==> config.mk <==
export PLATFORM = sky130hd
export DESIGN_NAME = arq_retransmit_window
export DESIGN_NICKNAME = d
export VERILOG_FILES = /design/src/rtl/arq_pkg.sv /design/src/rtl/arq_ram.sv /design/src/rtl/arq_retransmit_window.sv
export VERILOG_INCLUDE_DIRS = /design/src /design/src/rtl
export SDC_FILE = /design/constraint.sdc
export NUM_CORES = 2
export LEC_CHECK = 0
export BUFFER_PORTS_ARGS = -buffer_cell sky130_fd_sc_hd__buf_2
export CORE_ASPECT_RATIO = 1.4
export CORE_UTILIZATION = 45
export DETAILED_ROUTE_END_ITERATION = 10
export PLACE_DENSITY = 0.58
export SYNTH_ARGS = -nofsm -noshare
export SYNTH_HDL_FRONTEND = slang
export SYNTH_SLANG_ARGS = --single-unit
==> constraint.sdc <==
create_clock -name clk -period 25.2 [get_ports clk]
set_clock_uncertainty 0.15 [all_clocks]
set_input_delay 5.04 -clock clk [delete_from_list [all_inputs] [get_ports clk]]
set_output_delay 5.04 -clock clk [all_outputs]
set_load 0.005 [all_outputs]
==> src/rtl/arq_retransmit_window_defines.svh <==
// ----------------------------------------------------------------------------
// ARQ retransmit window assertion macros
// Shared concurrent assertion shorthands, clocked on clk, quiet in reset.
// ----------------------------------------------------------------------------
`ifndef ARQ_RETRANSMIT_WINDOW_DEFINES_SVH
`define ARQ_RETRANSMIT_WINDOW_DEFINES_SVH

// Same-cycle implication.
`define ARQ_ASSERT_NOW(lbl, ante, cons) \
    lbl: assert property (@(posedge clk) disable iff (!rst_n) (ante) |-> (cons)) \
        else $error("arq window check failed");

// Next-cycle implication.
`define ARQ_ASSERT_NEXT(lbl, ante, cons) \
    lbl: assert property (@(posedge clk) disable iff (!rst_n) (ante) |=> (cons)) \
        else $error("arq window check failed");

`endif

==> src/rtl/arq_pkg.sv <==
// ----------------------------------------------------------------------------
// ARQ window package
// Shared constants, register indexes, request codes and the sequencer states.
// ----------------------------------------------------------------------------
package arq_pkg;

    localparam int DEFAULT_WINDOW_DEPTH = 16;
    localparam int DEFAULT_HANDLE_BITS  = 16;

    localparam int SEQ_W   = 32;
    localparam int TIME_W  = 32;
    localparam int TO_W    = 16;
    localparam int RETRY_W = 8;
    localparam int WL_W    = 5;
    localparam int OCC_W   = 5;
    localparam int PADDR_W = 4;
    localparam int PDATA_W = 32;

    localparam logic [TO_W-1:0] TIMEOUT_CAP = 16'd500;

    localparam logic [WL_W-1:0]    RST_WINDOW_LIMIT    = 5'd8;
    localparam logic [TO_W-1:0]    RST_INITIAL_TIMEOUT = 16'd100;
    localparam logic [RETRY_W-1:0] RST_RETRY_LIMIT     = 8'd3;

    localparam logic [1:0] REG_WINDOW_LIMIT    = 2'd0;
    localparam logic [1:0] REG_INITIAL_TIMEOUT = 2'd1;
    localparam logic [1:0] REG_RETRY_LIMIT     = 2'd2;

    localparam logic [1:0] REQ_SEND = 2'd0;
    localparam logic [1:0] REQ_ACK  = 2'd1;
    localparam logic [1:0] REQ_POLL = 2'd2;

    localparam logic RESULT_STATUS = 1'b0;
    localparam logic RESULT_RETX   = 1'b1;

    typedef enum logic [2:0] {
        ST_IDLE,
        ST_SCAN_RD,
        ST_SCAN_CHK,
        ST_INSERT,
        ST_PROC_RD,
        ST_PROC_CHK,
        ST_EMIT_RTX,
        ST_EMIT_STAT
    } state_t;

endpackage

==> src/rtl/arq_ram.sv <==
// ----------------------------------------------------------------------------
// ARQ generic RAM
// One write port, one read port, read data registered.
// ----------------------------------------------------------------------------
module arq_ram #(
    parameter int WIDTH = 8,
    parameter int DEPTH = 16,
    parameter int AW    = (DEPTH > 1) ? $clog2(DEPTH) : 1
) (
    input  logic             clk,
    input  logic             we,
    input  logic [AW-1:0]    waddr,
    input  logic [WIDTH-1:0] wdata,
    input  logic             re,
    input  logic [AW-1:0]    raddr,
    output logic [WIDTH-1:0] rdata
);

    logic [WIDTH-1:0] mem [DEPTH];

    always_ff @(posedge clk)
    begin
        if (we)
        begin
            mem[waddr] <= wdata;
        end
        if (re)
        begin
            rdata <= mem[raddr];
        end
    end

endmodule

==> src/rtl/arq_retransmit_window.sv <==
// Send and ack scan the window slot by slot, reading each valid slot and skipping
//   empty ones; a new send then inserts the frame, and both emit a status result.
// Poll: one ordering scan per valid slot plus one final scan; each visited
//   slot is read again, checked and may emit a retransmit result.
// Throughput is set by the single read port of the slot RAM; one item at a time.
// Reset: all slots empty, counters zero, registers at their defaults.
// ----------------------------------------------------------------------------
// ARQ retransmit window
// Selective-repeat window of outstanding frames kept in a slot RAM, with
// valid bits in flops, a scan sequencer and an APB register port.
// ----------------------------------------------------------------------------
`include "arq_retransmit_window_defines.svh"

module arq_retransmit_window #(
    parameter int WINDOW_DEPTH = arq_pkg::DEFAULT_WINDOW_DEPTH,
    parameter int HANDLE_BITS  = arq_pkg::DEFAULT_HANDLE_BITS
) (
    input  logic                          clk,
    input  logic                          rst_n,
    // request channel
    input  logic                          in_valid,
    output logic                          in_ready,
    input  logic [1:0]                    req_type,
    input  logic [arq_pkg::SEQ_W-1:0]     seq_num,
    input  logic [HANDLE_BITS-1:0]        frame_handle,
    input  logic [arq_pkg::TIME_W-1:0]    now_ms,
    // result channel
    output logic                          out_valid,
    input  logic                          out_ready,
    output logic                          result_kind,
    output logic [arq_pkg::SEQ_W-1:0]     out_seq,
    output logic [HANDLE_BITS-1:0]        out_handle,
    output logic                          accepted,
    output logic [arq_pkg::OCC_W-1:0]     occupancy,
    output logic                          window_full,
    output logic [31:0]                   acked_total,
    output logic [31:0]                   dropped_total,
    output logic [31:0]                   retransmit_total,
    output logic                          last,
    // register port
    input  logic                          psel,
    input  logic                          penable,
    input  logic                          pwrite,
    input  logic [arq_pkg::PADDR_W-1:0]   paddr,
    input  logic [arq_pkg::PDATA_W-1:0]   pwdata,
    output logic [arq_pkg::PDATA_W-1:0]   prdata,
    output logic                          pready
);

    localparam int D   = WINDOW_DEPTH;
    localparam int IW  = (D > 1) ? $clog2(D) : 1;
    localparam int OW  = $clog2(D + 1);
    localparam int CW  = (OW > arq_pkg::WL_W) ? OW : arq_pkg::WL_W;
    localparam int HB  = HANDLE_BITS;

    // Slot entry layout: {seq, handle, retries, timeout, deadline}
    localparam int DL_LSB  = 0;
    localparam int TO_LSB  = DL_LSB + arq_pkg::TIME_W;
    localparam int RT_LSB  = TO_LSB + arq_pkg::TO_W;
    localparam int HD_LSB  = RT_LSB + arq_pkg::RETRY_W;
    localparam int SQ_LSB  = HD_LSB + HB;
    localparam int ENTRY_W = SQ_LSB + arq_pkg::SEQ_W;

    localparam logic [IW-1:0] LAST_IDX = IW'(D - 1);
    localparam logic [CW-1:0] DEPTH_C  = CW'(D);

    // ------------------------------------------------------------------
    // Configuration registers
    // ------------------------------------------------------------------
    logic [arq_pkg::WL_W-1:0]    window_limit_reg;
    logic [arq_pkg::TO_W-1:0]    init_to_reg;
    logic [arq_pkg::RETRY_W-1:0] retry_limit_reg;
    logic                        cfg_wr;

    assign pready = 1'b1;
    assign cfg_wr = psel && penable && pwrite;

    always_ff @(posedge clk or negedge rst_n)
    begin
        if (!rst_n)
        begin
            window_limit_reg <= arq_pkg::RST_WINDOW_LIMIT;
            init_to_reg      <= arq_pkg::RST_INITIAL_TIMEOUT;
            retry_limit_reg  <= arq_pkg::RST_RETRY_LIMIT;
        end
        else if (cfg_wr)
        begin
            unique case (paddr[3:2])
                arq_pkg::REG_WINDOW_LIMIT:    window_limit_reg <= pwdata[arq_pkg::WL_W-1:0];
                arq_pkg::REG_INITIAL_TIMEOUT: init_to_reg      <= pwdata[arq_pkg::TO_W-1:0];
                arq_pkg::REG_RETRY_LIMIT:     retry_limit_reg  <= pwdata[arq_pkg::RETRY_W-1:0];
                default:                      ;
            endcase
        end
    end

    always_comb
    begin
        unique case (paddr[3:2])
            arq_pkg::REG_WINDOW_LIMIT:    prdata = 32'(window_limit_reg);
            arq_pkg::REG_INITIAL_TIMEOUT: prdata = 32'(init_to_reg);
            arq_pkg::REG_RETRY_LIMIT:     prdata = 32'(retry_limit_reg);
            default:                      prdata = '0;
        endcase
    end

    // ------------------------------------------------------------------
    // Slot RAM
    // ------------------------------------------------------------------
    logic               ram_we;
    logic [IW-1:0]      ram_waddr;
    logic [ENTRY_W-1:0] ram_wdata;
    logic               ram_re;
    logic [IW-1:0]      ram_raddr;
    logic [ENTRY_W-1:0] ram_rdata;

    arq_ram #(
        .WIDTH (ENTRY_W),
        .DEPTH (D),
        .AW    (IW)
    ) u_slot_ram (
        .clk   (clk),
        .we    (ram_we),
        .waddr (ram_waddr),
        .wdata (ram_wdata),
        .re    (ram_re),
        .raddr (ram_raddr),
        .rdata (ram_rdata)
    );

    logic [arq_pkg::SEQ_W-1:0]   rd_seq;
    logic [HB-1:0]               rd_handle;
    logic [arq_pkg::RETRY_W-1:0] rd_retries;
    logic [arq_pkg::TO_W-1:0]    rd_timeout;
    logic [arq_pkg::TIME_W-1:0]  rd_deadline;

    assign rd_seq      = ram_rdata[SQ_LSB +: arq_pkg::SEQ_W];
    assign rd_handle   = ram_rdata[HD_LSB +: HB];
    assign rd_retries  = ram_rdata[RT_LSB +: arq_pkg::RETRY_W];
    assign rd_timeout  = ram_rdata[TO_LSB +: arq_pkg::TO_W];
    assign rd_deadline = ram_rdata[DL_LSB +: arq_pkg::TIME_W];

    // ------------------------------------------------------------------
    // Sequencer state
    // ------------------------------------------------------------------
    arq_pkg::state_t             state_reg, state_next;
    logic [1:0]                  req_reg, req_next;
    logic [arq_pkg::SEQ_W-1:0]   seq_reg, seq_next;
    logic [HB-1:0]               handle_reg, handle_next;
    logic [arq_pkg::TIME_W-1:0]  now_reg, now_next;
    logic [IW-1:0]               idx_reg, idx_next;
    logic [D-1:0]                valid_reg, valid_next;
    logic [D-1:0]                done_reg, done_next;
    logic                        best_vld_reg, best_vld_next;
    logic [IW-1:0]               best_idx_reg, best_idx_next;
    logic [arq_pkg::SEQ_W-1:0]   best_seq_reg, best_seq_next;
    logic [HB-1:0]               rtx_handle_reg, rtx_handle_next;
    logic                        acc_reg, acc_next;
    logic [OW-1:0]               occ_reg, occ_next;
    logic [31:0]                 ack_cnt_reg, ack_cnt_next;
    logic [31:0]                 drop_cnt_reg, drop_cnt_next;
    logic [31:0]                 resend_cnt_reg, resend_cnt_next;

    // Output register
    logic                        out_valid_reg, out_valid_next;
    logic                        out_kind_reg, out_kind_next;
    logic [arq_pkg::SEQ_W-1:0]   out_seq_reg, out_seq_next;
    logic [HB-1:0]               out_handle_reg, out_handle_next;
    logic                        out_acc_reg, out_acc_next;
    logic [arq_pkg::OCC_W-1:0]   out_occ_reg, out_occ_next;
    logic                        out_full_reg, out_full_next;
    logic [31:0]                 out_ack_reg, out_ack_next;
    logic [31:0]                 out_drop_reg, out_drop_next;
    logic [31:0]                 out_resend_reg, out_resend_next;
    logic                        out_last_reg, out_last_next;

    // Helpers
    logic [CW-1:0]               wl_ext;
    logic [CW-1:0]               eff_limit;
    logic [CW-1:0]               occ_ext;
    logic                        out_free;
    logic                        last_idx;
    logic [IW-1:0]               free_idx;
    logic [arq_pkg::TIME_W:0]    ins_sum;
    logic [arq_pkg::TIME_W-1:0]  ins_deadline;
    logic [arq_pkg::TO_W:0]      grow;
    logic [arq_pkg::TO_W-1:0]    new_to;
    logic [arq_pkg::TIME_W:0]    re_sum;
    logic [arq_pkg::TIME_W-1:0]  re_deadline;

    assign wl_ext    = CW'(window_limit_reg);
    assign eff_limit = (wl_ext > DEPTH_C) ? DEPTH_C : wl_ext;
    assign occ_ext   = CW'(occ_reg);
    assign out_free  = !out_valid_reg || out_ready;
    assign last_idx  = (idx_reg == LAST_IDX);
    assign in_ready  = (state_reg == arq_pkg::ST_IDLE);

    // Lowest empty slot for an insert.
    always_comb
    begin
        free_idx = '0;
        for (int i = D - 1; i >= 0; i--)
        begin
            if (!valid_reg[i])
            begin
                free_idx = IW'(i);
            end
        end
    end

    // Deadline for a new frame, saturating.
    assign ins_sum      = {1'b0, now_reg} + (arq_pkg::TIME_W + 1)'(init_to_reg);
    assign ins_deadline = ins_sum[arq_pkg::TIME_W] ? '1 : ins_sum[arq_pkg::TIME_W-1:0];

    // Timeout growth: t + t/2, capped.
    assign grow   = {1'b0, rd_timeout} + {2'b00, rd_timeout[arq_pkg::TO_W-1:1]};
    assign new_to = (grow > (arq_pkg::TO_W + 1)'(arq_pkg::TIMEOUT_CAP))
                    ? arq_pkg::TIMEOUT_CAP : grow[arq_pkg::TO_W-1:0];
    assign re_sum      = {1'b0, now_reg} + (arq_pkg::TIME_W + 1)'(new_to);
    assign re_deadline = re_sum[arq_pkg::TIME_W] ? '1 : re_sum[arq_pkg::TIME_W-1:0];

    always_comb
    begin
        logic scan_done;

        state_next      = state_reg;
        req_next        = req_reg;
        seq_next        = seq_reg;
        handle_next     = handle_reg;
        now_next        = now_reg;
        idx_next        = idx_reg;
        valid_next      = valid_reg;
        done_next       = done_reg;
        best_vld_next   = best_vld_reg;
        best_idx_next   = best_idx_reg;
        best_seq_next   = best_seq_reg;
        rtx_handle_next = rtx_handle_reg;
        acc_next        = acc_reg;
        occ_next        = occ_reg;
        ack_cnt_next    = ack_cnt_reg;
        drop_cnt_next   = drop_cnt_reg;
        resend_cnt_next = resend_cnt_reg;

        out_valid_next  = out_valid_reg && !out_ready;
        out_kind_next   = out_kind_reg;
        out_seq_next    = out_seq_reg;
        out_handle_next = out_handle_reg;
        out_acc_next    = out_acc_reg;
        out_occ_next    = out_occ_reg;
        out_full_next   = out_full_reg;
        out_ack_next    = out_ack_reg;
        out_drop_next   = out_drop_reg;
        out_resend_next = out_resend_reg;
        out_last_next   = out_last_reg;

        ram_we    = 1'b0;
        ram_waddr = free_idx;
        ram_wdata = {seq_reg, handle_reg, {arq_pkg::RETRY_W{1'b0}}, init_to_reg, ins_deadline};
        ram_re    = 1'b0;
        ram_raddr = idx_reg;
        scan_done = 1'b0;

        unique case (state_reg)
            arq_pkg::ST_IDLE:
            begin
                if (in_valid)
                begin
                    req_next      = req_type;
                    seq_next      = seq_num;
                    handle_next   = frame_handle;
                    now_next      = now_ms;
                    idx_next      = '0;
                    acc_next      = 1'b0;
                    best_vld_next = 1'b0;
                    done_next     = '0;
                    unique case (req_type)
                        arq_pkg::REQ_SEND:
                        begin
                            if (occ_ext < eff_limit)
                            begin
                                acc_next   = 1'b1;
                                state_next = arq_pkg::ST_SCAN_RD;
                            end
                            else
                            begin
                                state_next = arq_pkg::ST_EMIT_STAT;
                            end
                        end
                        arq_pkg::REQ_ACK,
                        arq_pkg::REQ_POLL:
                        begin
                            state_next = arq_pkg::ST_SCAN_RD;
                        end
                        default:
                        begin
                            state_next = arq_pkg::ST_EMIT_STAT;
                        end
                    endcase
                end
            end

            arq_pkg::ST_SCAN_RD:
            begin
                // Read occupied slots; skip empty ones and, on a poll, visited ones.
                if (valid_reg[idx_reg] && !(req_reg == arq_pkg::REQ_POLL && done_reg[idx_reg]))
                begin
                    ram_re     = 1'b1;
                    state_next = arq_pkg::ST_SCAN_CHK;
                end
                else if (last_idx)
                begin
                    scan_done = 1'b1;
                end
                else
                begin
                    idx_next = idx_reg + 1'b1;
                end
            end

            arq_pkg::ST_SCAN_CHK:
            begin
                if (req_reg == arq_pkg::REQ_SEND && rd_seq == seq_reg)
                begin
                    // Duplicate: accept, change nothing.
                    state_next = arq_pkg::ST_EMIT_STAT;
                end
                else if (req_reg == arq_pkg::REQ_ACK && rd_seq == seq_reg)
                begin
                    valid_next[idx_reg] = 1'b0;
                    occ_next            = occ_reg - 1'b1;
                    ack_cnt_next        = ack_cnt_reg + 32'd1;
                    acc_next            = 1'b1;
                    state_next          = arq_pkg::ST_EMIT_STAT;
                end
                else
                begin
                    if (req_reg == arq_pkg::REQ_POLL && (!best_vld_reg || rd_seq < best_seq_reg))
                    begin
                        best_vld_next = 1'b1;
                        best_idx_next = idx_reg;
                        best_seq_next = rd_seq;
                    end
                    if (last_idx)
                    begin
                        scan_done = 1'b1;
                    end
                    else
                    begin
                        idx_next   = idx_reg + 1'b1;
                        state_next = arq_pkg::ST_SCAN_RD;
                    end
                end
            end

            arq_pkg::ST_INSERT:
            begin
                ram_we               = 1'b1;
                valid_next[free_idx] = 1'b1;
                occ_next             = occ_reg + 1'b1;
                state_next           = arq_pkg::ST_EMIT_STAT;
            end

            arq_pkg::ST_PROC_RD:
            begin
                ram_re     = 1'b1;
                ram_raddr  = best_idx_reg;
                state_next = arq_pkg::ST_PROC_CHK;
            end

            arq_pkg::ST_PROC_CHK:
            begin
                // Restart the ordering scan for the next-lowest sequence.
                idx_next      = '0;
                best_vld_next = 1'b0;
                state_next    = arq_pkg::ST_SCAN_RD;
                if (now_reg < rd_deadline)
                begin
                    state_next = arq_pkg::ST_SCAN_RD;
                end
                else if (rd_retries >= retry_limit_reg)
                begin
                    valid_next[best_idx_reg] = 1'b0;
                    occ_next                 = occ_reg - 1'b1;
                    drop_cnt_next            = drop_cnt_reg + 32'd1;
                end
                else
                begin
                    ram_we          = 1'b1;
                    ram_waddr       = best_idx_reg;
                    ram_wdata       = {rd_seq, rd_handle, rd_retries + 1'b1, new_to,
                                       re_deadline};
                    resend_cnt_next = resend_cnt_reg + 32'd1;
                    rtx_handle_next = rd_handle;
                    state_next      = arq_pkg::ST_EMIT_RTX;
                end
            end

            arq_pkg::ST_EMIT_RTX:
            begin
                if (out_free)
                begin
                    out_valid_next  = 1'b1;
                    out_kind_next   = arq_pkg::RESULT_RETX;
                    out_seq_next    = best_seq_reg;
                    out_handle_next = rtx_handle_reg;
                    out_acc_next    = 1'b0;
                    out_occ_next    = '0;
                    out_full_next   = 1'b0;
                    out_ack_next    = '0;
                    out_drop_next   = '0;
                    out_resend_next = '0;
                    out_last_next   = 1'b0;
                    state_next      = arq_pkg::ST_SCAN_RD;
                end
            end

            arq_pkg::ST_EMIT_STAT:
            begin
                if (out_free)
                begin
                    out_valid_next  = 1'b1;
                    out_kind_next   = arq_pkg::RESULT_STATUS;
                    out_seq_next    = '0;
                    out_handle_next = '0;
                    out_acc_next    = acc_reg;
                    out_occ_next    = occ_ext[arq_pkg::OCC_W-1:0];
                    out_full_next   = (occ_ext >= eff_limit);
                    out_ack_next    = ack_cnt_reg;
                    out_drop_next   = drop_cnt_reg;
                    out_resend_next = resend_cnt_reg;
                    out_last_next   = 1'b1;
                    state_next      = arq_pkg::ST_IDLE;
                end
            end

            default:
            begin
                state_next = arq_pkg::ST_IDLE;
            end
        endcase

        // End of a full pass over the window.
        if (scan_done)
        begin
            unique case (req_reg)
                arq_pkg::REQ_SEND:
                begin
                    state_next = arq_pkg::ST_INSERT;
                end
                arq_pkg::REQ_POLL:
                begin
                    if (best_vld_next)
                    begin
                        done_next[best_idx_next] = 1'b1;
                        state_next               = arq_pkg::ST_PROC_RD;
                    end
                    else
                    begin
                        state_next = arq_pkg::ST_EMIT_STAT;
                    end
                end
                default:
                begin
                    state_next = arq_pkg::ST_EMIT_STAT;
                end
            endcase
        end
    end

    // Control registers
    always_ff @(posedge clk or negedge rst_n)
    begin
        if (!rst_n)
        begin
            state_reg      <= arq_pkg::ST_IDLE;
            valid_reg      <= '0;
            done_reg       <= '0;
            best_vld_reg   <= 1'b0;
            occ_reg        <= '0;
            ack_cnt_reg    <= '0;
            drop_cnt_reg   <= '0;
            resend_cnt_reg <= '0;
            out_valid_reg  <= 1'b0;
            idx_reg        <= '0;
            req_reg        <= '0;
            acc_reg        <= 1'b0;
        end
        else
        begin
            state_reg      <= state_next;
            valid_reg      <= valid_next;
            done_reg       <= done_next;
            best_vld_reg   <= best_vld_next;
            occ_reg        <= occ_next;
            ack_cnt_reg    <= ack_cnt_next;
            drop_cnt_reg   <= drop_cnt_next;
            resend_cnt_reg <= resend_cnt_next;
            out_valid_reg  <= out_valid_next;
            idx_reg        <= idx_next;
            req_reg        <= req_next;
            acc_reg        <= acc_next;
        end
    end

    // Payload registers
    always_ff @(posedge clk)
    begin
        seq_reg         <= seq_next;
        handle_reg      <= handle_next;
        now_reg         <= now_next;
        best_idx_reg    <= best_idx_next;
        best_seq_reg    <= best_seq_next;
        rtx_handle_reg  <= rtx_handle_next;
        out_kind_reg    <= out_kind_next;
        out_seq_reg     <= out_seq_next;
        out_handle_reg  <= out_handle_next;
        out_acc_reg     <= out_acc_next;
        out_occ_reg     <= out_occ_next;
        out_full_reg    <= out_full_next;
        out_ack_reg     <= out_ack_next;
        out_drop_reg    <= out_drop_next;
        out_resend_reg  <= out_resend_next;
        out_last_reg    <= out_last_next;
    end

    assign out_valid        = out_valid_reg;
    assign result_kind      = out_kind_reg;
    assign out_seq          = out_seq_reg;
    assign out_handle       = out_handle_reg;
    assign accepted         = out_acc_reg;
    assign occupancy        = out_occ_reg;
    assign window_full      = out_full_reg;
    assign acked_total      = out_ack_reg;
    assign dropped_total    = out_drop_reg;
    assign retransmit_total = out_resend_reg;
    assign last             = out_last_reg;

    // ------------------------------------------------------------------
    // Assertions
    // ------------------------------------------------------------------
    // Occupancy counter tracks the valid bits.
    `ARQ_ASSERT_NOW(a_occ_matches_valid, 1'b1, (32'(occ_reg) == 32'($countones(valid_reg))))
    // Every slot written is occupied afterwards.
    `ARQ_ASSERT_NEXT(a_write_leaves_valid, ram_we, valid_reg[$past(ram_waddr)])
    // A retransmit result never closes an item.
    `ARQ_ASSERT_NOW(a_retx_not_last, out_valid && result_kind == arq_pkg::RESULT_RETX, !last)

endmodule
==> results.txt <==
----------------------------------------------------
[Pwr]
  Switch Pwr ... 3.25 mW
  Worst ir drop on vdd ... 102 uV
  Pleak ... 35.2 nW
  Switching portion of total power ... 30.4%
  Pint ... around 7.4 mW
  Power share of the clock group ... 29.0%
  Part of the total power dissipated in sequential elements ... 45.8%
  Pwr per Cell Area ... 104 nW/um^2
  Logic pwr share ... 25.2%

[Critical path]
  Worst-path cell chain ... buf_2, nor2b_1, nand2_1, o21ai_0, buf_2
  Nature of the critical path endpoint ... output pin
  Startpoint Class ... input port
  Arr. time, crit path ... approximately 6.7 ns
  Required arrival time at the worst endpoint ... 20.01 ns
  Critical path buffers and inverters ... 2
  Classification of the worst setup path ... input port to output pin
  Max incr delay on CP ... 0.89 ns
  CP max FO ... 16
  Master of the slowest instance on the critical path ... sky130_fd_sc_hd__nor2b_1
  Crit-path most repeated cell ... sky130_fd_sc_hd__buf_2
  CP delay by family, top ... simple AND/OR/NAND/NOR gates

[Logic synthesis]
  Synth top area share ... about two thirds
  Register area share after synthesis ... 72.6%
  Distinct cells, synth ... 89
  Syn_area_per_cell ... 17.5 um^2
  Commonest register cell after synthesis ... sky130_fd_sc_hd__edfxtp_1
  Instance count of the mapped netlist ... roughly 5.2k
  Syn Std Cell Area ... 90800 um^2
  Share of synthesized registers carrying an async set or reset ... 7.81%
  Top cell type by total area after synthesis ... sky130_fd_sc_hd__edfxtp_1
  Number of enable-type register cells in the synthesized netlist ... 2049
  Leading cell types by count after synthesis ... sky130_fd_sc_hd__edfxtp_1, sky130_fd_sc_hd__nand2_1, sky130_fd_sc_hd__mux4_2
  Main area contributors after synthesis ... sky130_fd_sc_hd__edfxtp_1, sky130_fd_sc_hd__mux4_2, sky130_fd_sc_hd__dfrtp_1, sky130_fd_sc_hd__nand2_1, sky130_fd_sc_hd__ha_1
  #FFs+latches synth ... 2227
  Total number of yosys warnings ... 0
  Most used standard cell by instance count after synthesis ... sky130_fd_sc_hd__edfxtp_1

[Timing]
  Maximum clock frequency ... 84.0 MHz
  Final setup TNS ... 0 ns
  Slew at the pin closest to its max-slew limit ... between 1 and 1.5 ns
  Max-slew violation count ... 0
  Total count of hold-check failures in the final report ... 0
  Rel. slew slack ... approximately a tenth
  Shortest clock period the worst path allows after layout ... 11.90 ns
  Setup repair after global routing missed its margin ... no
  Endpoints failing setup ... 0
  Ratio of final minimum period to clock period ... 47.2%

[Cells and area]
  Layout net count ... 5797
  Design area ... 102000 um^2
  Reg area ... 66000 um^2
  Most flops, register ... u_slot_ram.mem
  Largest registers ... u_slot_ram.mem x1664, u_slot_ram.rdata x104
  Area growth from synthesis to layout ... 12.7%
  Number of inserted filler cells in the final layout ... about 16k
  Largest register FFs ... 1664
  Post-layout utilization of the core ... 51.2%
  Final non-filler cell total ... 8362
  Share of cells above drive strength 1 ... 20.6%
  Area taken by multi-input logic gates ... 23600 um^2

[GRT]
  GRT Residual Overflow ... 0
  Largest net degree at the start of global routing ... 146
  Antenna violations before repair ... 10
  Via count of the first global-routing pass ... between 40k and 50k
  Combined global-route utilization of all metal layers ... about 22%
  Global-route wire length before repair ... 332000 um

[Floorplan]
  Die extent in x ... 382 um
  Starting density of the core ... 45.4%
  Area enclosed by the die boundary ... 204000 um^2
  # IOs ... 313
  Overall die height ... 534 um
  Count of standard-cell rows ... 194
  Core footprint ... 200000 um^2

[Detailed routing]
  Total wire length ... 227000 um
  Detail-routed net length per standard cell ... 27.2 um
  # DRC ... 0
  1st-pass router iterations ... 6
  Total via count after detailed routing ... a little under 50k
  Detailed router's first-iteration violation count ... 3949
  Number of vias per cell after detailed routing ... around 5.8
  Detail Route Antenna Nets ... 0

[Placement]
  HPWL reported at the end of detailed placement ... 120000 um
  # placed instances ... ~8k
  Placer's final routability congestion estimate ... just under 0.9
  Placed Area ... 95600 um^2
  # port buffers ... 277

[CTS]
  H-tree Lvls ... 4
  Clock transition at path regs ... 0.06 ns
  Post-CTS setup repair buffer count ... 0
  TritonCTS clock tree ... done
  Number of buffers between clock root and the deepest sink ... 3
  Worst-Skew Late Latency ... 0.86 ns
  Root Buffer Master ... sky130_fd_sc_hd__clkbuf_16
  CTS Hold Bufs ... 0
  TritonCTS Sinks ... approximately 2.2k
  TritonCTS Buffers ... 210
  Number of gates resized after CTS ... 0

[Outcome]
  Run status ... completed

[Job]
  # Max-Cap Violations ... 0

[Worst hold path]
  Path type of the worst min-delay path ... flop to flop

----------------------------------------------------
[metal layers]
metal,GRT usage (%),vias to the layer above,wire [um]
met5,0,-,20
met4,5.95,2,5180
met3,2.70,311,11400
met2,37.9,1542,114000
met1,30.2,25429,96500
li1,-,21052,-
[logic make-up after synthesis]
| logic type | Yosys count | share of synthesized area, % |
|---|---|---|
| adders and majority gates | 140 | 1.96 |
| xor gates and xnor gates | 171 | 1.65 |
| DFF | 2227 | 72.6 |
| buffers and inverters | 378 | 1.72 |
| AOI/OAI and AO/OA | 581 | 4.38 |
| other | 2 | 0.00827 |
| and+or+nand+nor | 1211 | 6.45 |
| muxes | 478 | 11.2 |
[power by group through the flow]
stage	logic, mW	clock network, mW	registers [mW]
after floorplan	1.90	0	4.88
after global placement	2.69	0	4.97
after CTS	2.74	3.17	4.90
after detailed placement	2.72	0	4.98
after global routing	2.93	3.29	4.93
final	2.69	3.10	4.90
[worst paths after layout]
kind                                       from                    end  slack [ns]  depth (start not counted)
setup / recovery                       paddr[2]              prdata[4]       13.30                          5
hold / removal             u_slot_ram.rdata[70]     rtx_handle_reg[14]        0.30                          0
setup reg to reg           u_slot_ram.rdata[33]  u_slot_ram.mem[9][17]       17.70                         21
hold reg to reg            u_slot_ram.rdata[70]     rtx_handle_reg[14]        0.30                          0
max in group asynchronous                 rst_n         ack_cnt_reg[1]       19.14                          2
min in group asynchronous                 rst_n       drop_cnt_reg[22]        4.17                          1
[per-stage QoR]
| stage | hold WS (ns) | setup slack [ns] | power (mW) |
|---|---|---|---|
| final | 0.305 | 13.30 | 10.7 |
| after global routing | 0.317 | 13.22 | 11.2 |
| after CTS | 0.304 | 13.24 | 10.8 |
| after detailed placement | 0.287 | 13.25 | 7.70 |
| after global placement | 0.287 | 13.31 | 7.66 |
| after floorplan | 0.276 | 12.46 | 6.78 |
[cells in the final DEF, fill, tap and decap left out, types with 16 or more instances in the layout]
cell type / synthesis / layout
sky130_fd_sc_hd__ha_1: 136 / 136
sky130_fd_sc_hd__o31ai_1: 17 / 16
sky130_fd_sc_hd__nand3_1: 56 / 55
sky130_fd_sc_hd__inv_1: 122 / 121
sky130_fd_sc_hd__nor2_1: 174 / 156
sky130_fd_sc_hd__o21ai_0: 41 / 41
sky130_fd_sc_hd__o21ai_1: 36 / 36
sky130_fd_sc_hd__edfxtp_1: 2049 / 2049
sky130_fd_sc_hd__nor3_1: 51 / 51
sky130_fd_sc_hd__clkinv_2: 0 / 40
sky130_fd_sc_hd__nor2_4: 0 / 18
sky130_fd_sc_hd__a211oi_1: 117 / 117
sky130_fd_sc_hd__mux4_2: 426 / 426
sky130_fd_sc_hd__xor2_1: 87 / 87
sky130_fd_sc_hd__clkbuf_16: 0 / 214
sky130_fd_sc_hd__buf_4: 19 / 70
sky130_fd_sc_hd__mux2_2: 33 / 32
sky130_fd_sc_hd__nor2b_1: 23 / 22
sky130_fd_sc_hd__clkbuf_1: 152 / 47
sky130_fd_sc_hd__dfrtp_1: 168 / 168
sky130_fd_sc_hd__buf_12: 0 / 16
sky130_fd_sc_hd__a21oi_1: 70 / 68
sky130_fd_sc_hd__and3_1: 29 / 29
sky130_fd_sc_hd__and2_1: 242 / 242
sky130_fd_sc_hd__a21o_1: 37 / 37
sky130_fd_sc_hd__nand4_1: 46 / 46
sky130_fd_sc_hd__xnor2_1: 84 / 84
sky130_fd_sc_hd__clkinv_1: 0 / 46
sky130_fd_sc_hd__buf_2: 46 / 276
sky130_fd_sc_hd__nand2b_1: 20 / 20
sky130_fd_sc_hd__conb_1: 2 / 24
sky130_fd_sc_hd__nand2_1: 502 / 501
sky130_fd_sc_hd__a31oi_1: 132 / 132
[final cells by class]
class | instances | area share (%)
Multi-Input combinational cell | 2605 | 23.1
Timing Repair Buffer | 363 | 2.19
Inverter | 125 | 0.464
Clock inverter | 125 | 1.09
Clock buffer | 267 | 5.48
Antenna cell | 4 | 0.00978
Tap cell | 2646 | 3.23
Sequential cell | 2227 | 64.4
Power figures use the tool's default switching activity.
